==> src/sv/rta_pkg.sv <==
package rta_pkg;

  localparam int ADDR_BITS   = 48;
  localparam int PAGE_BITS   = 12;
  localparam int PG_W        = ADDR_BITS - PAGE_BITS;
  localparam int MAX_REGIONS = 64;
  localparam int IDX_W       = $clog2(MAX_REGIONS);
  localparam int CNT_W       = $clog2(MAX_REGIONS + 1);
  localparam int ATTR_W      = 24;
  localparam int GUARD_W     = 16;
  localparam int CODE_W      = 8;
  localparam int CFG_IDX_W   = 3;

  localparam logic [CFG_IDX_W-1:0] CFG_HEAP_BREAK = 3'd0;
  localparam logic [CFG_IDX_W-1:0] CFG_MMAP_TOP   = 3'd1;
  localparam logic [CFG_IDX_W-1:0] CFG_GUARD      = 3'd2;
  localparam logic [CFG_IDX_W-1:0] CFG_HEAP_KIND  = 3'd3;
  localparam logic [CFG_IDX_W-1:0] CFG_STACK_KIND = 3'd4;
  localparam logic [CFG_IDX_W-1:0] CFG_NO_MERGE   = 3'd5;

  localparam logic [GUARD_W-1:0] GUARD_RST      = 16'd16;
  localparam logic [CODE_W-1:0]  HEAP_KIND_RST  = 8'd1;
  localparam logic [CODE_W-1:0]  STACK_KIND_RST = 8'd2;
  localparam logic [CODE_W-1:0]  NO_MERGE_RST   = 8'd1;

  typedef struct packed {
    logic [PG_W-1:0]   pg_start;
    logic [PG_W-1:0]   pg_end;
    logic [ATTR_W-1:0] attr;
  } region_t;

  typedef struct packed {
    logic [PG_W-1:0] pg_start;
    logic [PG_W-1:0] pg_end;
  } free_t;

  typedef enum logic [1:0] {
    MODE_LOOKUP, MODE_INSERT, MODE_REMOVE, MODE_ALLOC
  } mode_t;

  typedef enum logic [2:0] {
    SEL_IDX, SEL_IDX_M1, SEL_IDX_P1, SEL_J_M1, SEL_J_P1, SEL_CNT_M1
  } rd_sel_t;

  typedef enum logic [5:0] {
    OP_NOP, OP_LOAD, OP_IDX_CLR, OP_IDX_INC, OP_FIDX_CLR, OP_FIDX_INC,
    OP_J_RCNT, OP_J_FCNT, OP_J_FIDX,
    OP_RSH_UP, OP_RSH_DN, OP_FSH_UP, OP_FSH_DN, OP_RDEL_END, OP_FDEL_END,
    OP_RINS_WR, OP_MRG_PREV, OP_MRG_NEXT,
    OP_RM_FULL, OP_RM_HEAD, OP_RM_TAIL, OP_RM_SPLIT, OP_SPLIT_HI, OP_SPLIT_LO,
    OP_FP_MERGE, OP_FINS_WR, OP_FC_MERGE, OP_CUR_POP,
    OP_A_FREEPICK, OP_A_CURPICK, OP_A_FTRIM, OP_A_CURSET,
    OP_FIN_FAIL, OP_FIN_OK, OP_FIN_FOUND, OP_FIN_ALLOC
  } dp_op_t;

  typedef struct packed {
    dp_op_t  op;
    rd_sel_t rsel;
    rd_sel_t fsel;
  } dp_cmd_t;

  typedef struct packed {
    logic idx_lt_rcnt;
    logic idx_zero;
    logic idxp1_lt_rcnt;
    logic j_gt_idx;
    logic jp1_lt_rcnt;
    logic rfull;
    logic fidx_lt_fcnt;
    logic fidx_zero;
    logic fidxp1_lt_fcnt;
    logic j_gt_fidx;
    logic jp1_lt_fcnt;
    logic ffull;
    logic fcnt_zero;
    logic s_ge_e;
    logic size_zero;
    logic s_lt_rs;
    logic s_lt_re;
    logic rs_lt_s;
    logic e_gt_rs;
    logic e_le_rs;
    logic s_ge_re;
    logic s_le_rs;
    logic e_ge_re;
    logic prev_merge;
    logic next_merge;
    logic kd_free;
    logic fs_ge_fe;
    logic fst_lt_fs;
    logic fend_ge_fs;
    logic fe_ge_fst;
    logic fend_eq_cur;
    logic fsize_lt_sp;
    logic cursor_bad;
    logic lim_bad;
    logic top_bad;
    logic base_eq_fs;
  } dp_stat_t;

  typedef enum logic [5:0] {
    S_IDLE, S_LK_RD, S_LK_CHK,
    S_IN_START, S_IN_SCAN, S_IN_SCN2, S_IN_PREV, S_IN_PREV2, S_IN_SH, S_IN_SH2,
    S_IN_MP, S_IN_MP2, S_IN_MN, S_IN_MN2, S_IN_DONE,
    S_RD_LOOP, S_RD_2,
    S_RM_START, S_RM_SCAN, S_RM_CHK, S_SP_SH, S_SP_SH2, S_SP_LO, S_RM_FREE,
    S_FR_SCAN, S_FR_S2, S_FR_P, S_FR_P2, S_FR_INS, S_FR_SH, S_FR_SH2,
    S_FR_CO, S_FR_CO2, S_FR_CU, S_FR_CU2, S_FD_LOOP, S_FD_2,
    S_AL_START, S_AL_SCAN, S_AL_S2, S_AL_CUR, S_AL_LIM, S_AL_FPOST, S_AL_CPOST,
    S_AL_FIN
  } state_t;

endpackage

==> src/sv/rta_ctrl.sv <==
module rta_ctrl (
  input  logic             clk,
  input  logic             rst_n,
  input  logic             start,
  input  logic [1:0]       in_mode,
  input  rta_pkg::dp_stat_t stat,
  output rta_pkg::dp_cmd_t  cmd,
  output logic             busy
);
  import rta_pkg::*;

  state_t state_r, state_nxt;
  state_t ret_r, ret_nxt;
  mode_t  mode_r, mode_nxt;
  logic   afree_r, afree_nxt;

  always_ff @(posedge clk) begin
    if (!rst_n) begin
      state_r <= S_IDLE;
      ret_r   <= S_IDLE;
      mode_r  <= MODE_LOOKUP;
      afree_r <= 1'b0;
    end else begin
      state_r <= state_nxt;
      ret_r   <= ret_nxt;
      mode_r  <= mode_nxt;
      afree_r <= afree_nxt;
    end
  end

  assign busy = (state_r != S_IDLE);

  always_comb begin
    state_nxt = state_r;
    ret_nxt   = ret_r;
    mode_nxt  = mode_r;
    afree_nxt = afree_r;
    cmd.op    = OP_NOP;
    cmd.rsel  = SEL_IDX;
    cmd.fsel  = SEL_IDX;
    case (state_r)
      S_IDLE: begin
        if (start) begin
          cmd.op   = OP_LOAD;
          mode_nxt = mode_t'(in_mode);
          case (mode_t'(in_mode))
            MODE_LOOKUP: state_nxt = S_LK_RD;
            MODE_INSERT: state_nxt = S_IN_START;
            MODE_REMOVE: state_nxt = S_RM_START;
            default:     state_nxt = S_AL_START;
          endcase
        end
      end
      // lookup
      S_LK_RD: begin
        if (!stat.idx_lt_rcnt) begin
          cmd.op = OP_FIN_FAIL; state_nxt = S_IDLE;
        end else begin
          cmd.rsel = SEL_IDX; state_nxt = S_LK_CHK;
        end
      end
      S_LK_CHK: begin
        if (stat.s_lt_rs) begin
          cmd.op = OP_FIN_FAIL; state_nxt = S_IDLE;
        end else if (stat.s_lt_re) begin
          cmd.op = OP_FIN_FOUND; state_nxt = S_IDLE;
        end else begin
          cmd.op = OP_IDX_INC; state_nxt = S_LK_RD;
        end
      end
      // insert
      S_IN_START: begin
        if (stat.s_ge_e || stat.rfull) begin
          cmd.op = OP_FIN_FAIL; state_nxt = S_IDLE;
        end else begin
          cmd.op = OP_IDX_CLR; state_nxt = S_IN_SCAN;
        end
      end
      S_IN_SCAN: begin
        if (!stat.idx_lt_rcnt) begin
          state_nxt = S_IN_PREV;
        end else begin
          cmd.rsel = SEL_IDX; state_nxt = S_IN_SCN2;
        end
      end
      S_IN_SCN2: begin
        if (stat.rs_lt_s) begin
          cmd.op = OP_IDX_INC; state_nxt = S_IN_SCAN;
        end else if (stat.e_gt_rs) begin
          cmd.op = OP_FIN_FAIL; state_nxt = S_IDLE;
        end else begin
          state_nxt = S_IN_PREV;
        end
      end
      S_IN_PREV: begin
        if (stat.idx_zero) begin
          cmd.op = OP_J_RCNT; state_nxt = S_IN_SH;
        end else begin
          cmd.rsel = SEL_IDX_M1; state_nxt = S_IN_PREV2;
        end
      end
      S_IN_PREV2: begin
        if (stat.s_lt_re) begin
          cmd.op = OP_FIN_FAIL; state_nxt = S_IDLE;
        end else begin
          cmd.op = OP_J_RCNT; state_nxt = S_IN_SH;
        end
      end
      S_IN_SH: begin
        if (stat.j_gt_idx) begin
          cmd.rsel = SEL_J_M1; state_nxt = S_IN_SH2;
        end else begin
          cmd.op = OP_RINS_WR; state_nxt = S_IN_MP;
        end
      end
      S_IN_SH2: begin
        cmd.op = OP_RSH_UP; state_nxt = S_IN_SH;
      end
      S_IN_MP: begin
        if (stat.idx_zero) begin
          state_nxt = S_IN_MN;
        end else begin
          cmd.rsel = SEL_IDX_M1; state_nxt = S_IN_MP2;
        end
      end
      S_IN_MP2: begin
        if (stat.prev_merge) begin
          cmd.op = OP_MRG_PREV; ret_nxt = S_IN_MN; state_nxt = S_RD_LOOP;
        end else begin
          state_nxt = S_IN_MN;
        end
      end
      S_IN_MN: begin
        if (stat.idxp1_lt_rcnt) begin
          cmd.rsel = SEL_IDX_P1; state_nxt = S_IN_MN2;
        end else begin
          state_nxt = S_IN_DONE;
        end
      end
      S_IN_MN2: begin
        if (stat.next_merge) begin
          cmd.op = OP_MRG_NEXT; ret_nxt = S_IN_DONE; state_nxt = S_RD_LOOP;
        end else begin
          state_nxt = S_IN_DONE;
        end
      end
      S_IN_DONE: begin
        if (mode_r == MODE_INSERT) begin
          cmd.op = OP_FIN_OK; state_nxt = S_IDLE;
        end else if (afree_r) begin
          state_nxt = S_AL_FPOST;
        end else begin
          state_nxt = S_AL_CPOST;
        end
      end
      // region delete
      S_RD_LOOP: begin
        if (stat.jp1_lt_rcnt) begin
          cmd.rsel = SEL_J_P1; state_nxt = S_RD_2;
        end else begin
          cmd.op = OP_RDEL_END; state_nxt = ret_r;
        end
      end
      S_RD_2: begin
        cmd.op = OP_RSH_DN; state_nxt = S_RD_LOOP;
      end
      // remove
      S_RM_START: begin
        if (stat.s_ge_e) begin
          cmd.op = OP_FIN_FAIL; state_nxt = S_IDLE;
        end else begin
          state_nxt = S_RM_SCAN;
        end
      end
      S_RM_SCAN: begin
        if (!stat.idx_lt_rcnt) begin
          cmd.op = OP_FIN_FAIL; state_nxt = S_IDLE;
        end else begin
          cmd.rsel = SEL_IDX; state_nxt = S_RM_CHK;
        end
      end
      S_RM_CHK: begin
        if (stat.e_le_rs) begin
          cmd.op = OP_FIN_FAIL; state_nxt = S_IDLE;
        end else if (stat.s_ge_re) begin
          cmd.op = OP_IDX_INC; state_nxt = S_RM_SCAN;
        end else if (stat.s_le_rs && stat.e_ge_re) begin
          cmd.op = OP_RM_FULL; ret_nxt = S_RM_FREE; state_nxt = S_RD_LOOP;
        end else if (stat.s_le_rs) begin
          cmd.op = OP_RM_HEAD; state_nxt = S_RM_FREE;
        end else if (stat.e_ge_re) begin
          cmd.op = OP_RM_TAIL; state_nxt = S_RM_FREE;
        end else if (stat.rfull) begin
          cmd.op = OP_FIN_FAIL; state_nxt = S_IDLE;
        end else begin
          cmd.op = OP_RM_SPLIT; state_nxt = S_SP_SH;
        end
      end
      S_SP_SH: begin
        if (stat.j_gt_idx) begin
          cmd.rsel = SEL_J_M1; state_nxt = S_SP_SH2;
        end else begin
          cmd.op = OP_SPLIT_HI; state_nxt = S_SP_LO;
        end
      end
      S_SP_SH2: begin
        cmd.op = OP_RSH_UP; state_nxt = S_SP_SH;
      end
      S_SP_LO: begin
        cmd.op = OP_SPLIT_LO; state_nxt = S_RM_FREE;
      end
      S_RM_FREE: begin
        if (!stat.kd_free || stat.fs_ge_fe) begin
          cmd.op = OP_FIN_OK; state_nxt = S_IDLE;
        end else begin
          cmd.op = OP_FIDX_CLR; state_nxt = S_FR_SCAN;
        end
      end
      // free range record
      S_FR_SCAN: begin
        if (!stat.fidx_lt_fcnt) begin
          state_nxt = S_FR_P;
        end else begin
          cmd.fsel = SEL_IDX; state_nxt = S_FR_S2;
        end
      end
      S_FR_S2: begin
        if (stat.fst_lt_fs) begin
          cmd.op = OP_FIDX_INC; state_nxt = S_FR_SCAN;
        end else begin
          state_nxt = S_FR_P;
        end
      end
      S_FR_P: begin
        if (stat.fidx_zero) begin
          state_nxt = S_FR_INS;
        end else begin
          cmd.fsel = SEL_IDX_M1; state_nxt = S_FR_P2;
        end
      end
      S_FR_P2: begin
        if (stat.fend_ge_fs) begin
          cmd.op = OP_FP_MERGE; state_nxt = S_FR_CO;
        end else begin
          state_nxt = S_FR_INS;
        end
      end
      S_FR_INS: begin
        if (stat.ffull) begin
          cmd.op = OP_FIN_OK; state_nxt = S_IDLE;
        end else begin
          cmd.op = OP_J_FCNT; state_nxt = S_FR_SH;
        end
      end
      S_FR_SH: begin
        if (stat.j_gt_fidx) begin
          cmd.fsel = SEL_J_M1; state_nxt = S_FR_SH2;
        end else begin
          cmd.op = OP_FINS_WR; state_nxt = S_FR_CO;
        end
      end
      S_FR_SH2: begin
        cmd.op = OP_FSH_UP; state_nxt = S_FR_SH;
      end
      S_FR_CO: begin
        if (stat.fidxp1_lt_fcnt) begin
          cmd.fsel = SEL_IDX_P1; state_nxt = S_FR_CO2;
        end else begin
          state_nxt = S_FR_CU;
        end
      end
      S_FR_CO2: begin
        if (stat.fe_ge_fst) begin
          cmd.op = OP_FC_MERGE; ret_nxt = S_FR_CO; state_nxt = S_FD_LOOP;
        end else begin
          state_nxt = S_FR_CU;
        end
      end
      S_FR_CU: begin
        if (stat.fcnt_zero) begin
          cmd.op = OP_FIN_OK; state_nxt = S_IDLE;
        end else begin
          cmd.fsel = SEL_CNT_M1; state_nxt = S_FR_CU2;
        end
      end
      S_FR_CU2: begin
        if (stat.fend_eq_cur) begin
          cmd.op = OP_CUR_POP; state_nxt = S_FR_CU;
        end else begin
          cmd.op = OP_FIN_OK; state_nxt = S_IDLE;
        end
      end
      // free delete
      S_FD_LOOP: begin
        if (stat.jp1_lt_fcnt) begin
          cmd.fsel = SEL_J_P1; state_nxt = S_FD_2;
        end else begin
          cmd.op = OP_FDEL_END; state_nxt = ret_r;
        end
      end
      S_FD_2: begin
        cmd.op = OP_FSH_DN; state_nxt = S_FD_LOOP;
      end
      // allocate
      S_AL_START: begin
        if (stat.size_zero) begin
          cmd.op = OP_FIN_FAIL; state_nxt = S_IDLE;
        end else begin
          cmd.op = OP_FIDX_CLR; state_nxt = S_AL_SCAN;
        end
      end
      S_AL_SCAN: begin
        if (!stat.fidx_lt_fcnt) begin
          state_nxt = S_AL_CUR;
        end else begin
          cmd.fsel = SEL_IDX; state_nxt = S_AL_S2;
        end
      end
      S_AL_S2: begin
        if (stat.fsize_lt_sp) begin
          cmd.op = OP_FIDX_INC; state_nxt = S_AL_SCAN;
        end else begin
          cmd.op = OP_A_FREEPICK; afree_nxt = 1'b1; state_nxt = S_IN_START;
        end
      end
      S_AL_CUR: begin
        if (stat.cursor_bad) begin
          cmd.op = OP_FIN_FAIL; state_nxt = S_IDLE;
        end else begin
          cmd.op = OP_A_CURPICK; afree_nxt = 1'b0; state_nxt = S_AL_LIM;
        end
      end
      S_AL_LIM: begin
        if (stat.lim_bad || stat.top_bad) begin
          cmd.op = OP_FIN_FAIL; state_nxt = S_IDLE;
        end else begin
          state_nxt = S_IN_START;
        end
      end
      S_AL_FPOST: begin
        if (stat.base_eq_fs) begin
          cmd.op = OP_J_FIDX; ret_nxt = S_AL_FIN; state_nxt = S_FD_LOOP;
        end else begin
          cmd.op = OP_A_FTRIM; state_nxt = S_AL_FIN;
        end
      end
      S_AL_CPOST: begin
        cmd.op = OP_A_CURSET; state_nxt = S_AL_FIN;
      end
      S_AL_FIN: begin
        cmd.op = OP_FIN_ALLOC; state_nxt = S_IDLE;
      end
      default: begin
        state_nxt = S_IDLE;
      end
    endcase
  end

endmodule

==> config.mk <==
export PLATFORM = sky130hd
export DESIGN_NAME = rta_ctrl
export DESIGN_NICKNAME = d
export VERILOG_FILES = /design/src/sv/rta_pkg.sv /design/src/sv/rta_ctrl.sv
export SDC_FILE = /design/constraint.sdc
export NUM_CORES = 1
export LEC_CHECK = 0
export BUFFER_PORTS_ARGS = -buffer_cell sky130_fd_sc_hd__buf_2
export CORE_UTILIZATION = 32
export CTS_BUF_LIST = sky130_fd_sc_hd__clkbuf_4 sky130_fd_sc_hd__clkbuf_8
export DETAILED_ROUTE_END_ITERATION = 12
export PLACE_DENSITY = 0.6
export SLEW_MARGIN = 40
export SYNTH_ARGS = -nofsm -noshare
export SYNTH_HDL_FRONTEND = slang
export SYNTH_SLANG_ARGS = --single-unit
==> constraint.sdc <==
create_clock -name clk -period 1.8 [get_ports clk]
set_input_delay 0.09 -clock clk [delete_from_list [all_inputs] [get_ports clk]]
set_output_delay 0.09 -clock clk [all_outputs]
set_load 0.01 [all_outputs]
==> impl_metrics.toml <==
[timing]
finalSetupTns_ns = -4.09
hold_violations = 0
period_needed_ns = 2.20
grt_setup_unrepaired = "yes"
tightest_slew_ns = 0.675
fin_crit_sh = 1.22
setup_ws_ns = -0.401
fmax_mhz = 454
drv_slew = 0
setup_violations = 20
finalClockSkew_ns = 0.00353
slew_headroom = 0.543

[synthesis]
synth_commonest_cells = "nand2_1 (31), nor2_1 (29), a21oi_1 (25)"
synthCells = 364
synth_top_family_by_area = "simple AND/OR/NAND/NOR gates"
synth_most_common_cell = "nand2_1"
syn_nets = 405
synth_mux_area_frac = 0.0241
synth_top_area_cell = "dfxtp_1"
synth_edf_count = 0
ys_ff_latch = 14
synthDistinctLibCells = 76
syn_area_sq_um = 2490
ys_seq_area_frac = 0.113
synthXorXnorAreaFrac = 0.00352
synthSimpleGateAreaFrac = 0.455
synth_compound_area_frac = 0.323
synthArstFlopShare = 0
synth.top_cell.area_share = 0.113
synth_fa_ha_area_frac = 0
syn-mean-instance-area_sq_um = 6.84
ys_top_cells_by_area = "dfxtp_1 (11%), a21oi_1 (5.0%), nand2_1 (4.7%)"
synthFlopType = "dfxtp_1"
yosysWarnings = 0

[routing]
drc = 0
drt-vias-per-instance = 6.42
ant_nets = 0
drt-wirelength-per-cell_microns = 23.8
drtPass1Iterations = 5
initialDrtViolationCount = 622
num_vias = 4047
routed_wl_microns = 15000

[floorplanning]
initial_core_util = 0.338
rows = 31
die_x_microns = 90.2
coreArea_sq_um = 7370
chipHeight_microns = 90.2
die_area_sq_um = 8130
io_pins = 54

[critical_path]
crit_buf_inv = 4
critPathSlowestCell = "o21ai_0"
cp_top_family = "compound AO/OA/AOI/OAI gates"
slowest_delay_ns = 0.54
worstSetupEndpointType = "output port"
critical_path_class = "reg2out"
arrival_ns = 2.11
path_max_fanout = 7
cp.required_ns = 1.71
crit_path_start_kind = "flip-flop"
path_cells = "buf_12 > inv_1 > buf_4 > nand2_1 > o21ai_0 > a221oi_2 > nand4_1 > buf_2"

[place]
place_congestion = 1.03
pre_cts_ws_ns = -0.351
hpwl_microns = 11300
io_buffers = 53
dpl-instance-area_sq_um = 3720

[clocking]
cts_tree = "yes"
clk_latency_ns = 0.25
htreeDepth = 1
clkSlewWorstSetupHoldPaths_ns = 0.06
cts_made_buffers = 3
clk_path_buf_depth = 2
root_buffer = "clkbuf_8"
postCtsHoldBufs = 0
cts_sinks = 14

[global_routing]
overflow = 0
grt_pass1_vias = 3853
grt_pass1_wl_microns = 22200
track_usage = 0.352
grt_max_degree = 22
antenna_found_initial = 0

[power_and_ir_drop]
pwr-share-seq = 0.111
p_int_mw = 2.42
power_frac_comb = 0.824
power_switching_mw = 2.35
power.total_mw = 4.77
power_density_nw_per_um2 = 1060
clkPwrFrac = 0.065
swShare = 0.493
p_leak_nw = 1.84
vdd_drop_max_mv = 0.477

[finish]
drive_gt1_frac = 0.539
diodes = 0
multi_input_area_sq_um = 2480
fillers = 685
fin_area_sq_um = 4510
ff_latch_area_sq_um = 303
final_nets = 573
area_delta_synth_final_pct = 81.2
final_util = 0.612

[run_status]
status = "finished, violations left"
violations = "setup timing"

[run]
maxCapViolations = 0

[worst_hold_path]
hold_class = "in2reg"
==> cell usage in the layout (no fill, tap or decap), types with 4 or more instances in the layout <==
cell	n
a21o_1	5
nor2b_1	11
clkbuf_8	4
nand3_1	10
o22ai_1	4
mux2i_1	6
nor4b_1	4
buf_12	6
nand3b_1	4
dfxtp_1	8
o21ai_0	9
inv_1	7
nand4_1	11
nand2_1	27
nand2b_1	11
o21ai_1	7
buf_4	110
dfxtp_4	6
nor3_2	8
buf_6	20
a31oi_1	8
a21oi_2	4
nor3_1	14
nand2_2	4
buf_2	53
nor2_1	27
a21oi_1	19
o211ai_1	5
nor4_1	4
==> registers in the layout (all words and copies together), names as in the netlist <==
name,cells
state_r,6
ret_r,5
afree_r,1
mode_r,2
==> power groups by stage <==
| stage | Sequential (mW) | Clock, mW | Combinational, mW |
|---|---|---|---|
| 2_1_floorplan | 0.429 | 0 | 1.66 |
| 3_3_place_gp | 0.465 | 0 | 3.23 |
| 3_5_place_dp | 0.470 | 0 | 3.21 |
| 4_1_cts | 0.496 | 0.316 | 3.56 |
| 5_1_grt | 0.533 | 0.330 | 4.11 |
| 6_report | 0.527 | 0.312 | 3.93 |
==> metrics by stage <==
step / hold WS, ns / std cells
CTS: 0.0867 / 624
detailed placement: 0.345 / 614
global placement: 0.341 / 614
floorplan: 0.208 / 364
global route: 0.109 / 630
finish: 0.0952 / 630
==> per-layer routing <==
layer  wire (microns)  track usage  up-vias
li1                 -            -     1765
met1             5950        0.470     1882
met2             6650        0.566      324
met3             1640       0.0677       76
met4              718        0.117        0
met5                0            0        -
==> worst paths after layout <==
check | from | endpoint | slack, ns | depth (start not counted)
min | rst_n | ret_r[2] | 0.1 | 2
max reg2reg | state_r[4] | state_r[1] | -0.27 | 7
min reg2reg | mode_r[0] | mode_r[0] | 0.50 | 2
max | state_r[5] | cmd[9] | -0.40 | 8
==> what timing repair did <==
action / CTS / global route
endpoints found under the setup margin: 22 / 21
gates cloned: 1 / 2
pin swaps: 18 / 28
resized for setup: 79 / 46
setup buffers: 7 / 6
==> final cells by class <==
cell class,instances,share of cell area
inverter,9,0.00749
clock buffer,4,0.0122
timing repair buffer,192,0.336
sequential,14,0.0671
tap,99,0.0275
multi-input combinational,312,0.550
==> kinds of logic (layout without fill, tap and decap cells) <==
logic type                Yosys count  after routing
buffers and inverters              38            205
DFF                                14             14
xor gates and xnor gates            1              1
AOI/OAI and AO/OA                 115            115
and+or+nand+nor                   190            190
muxes                               6              6
No activity file was read; power rests on OpenSTA's default activity.
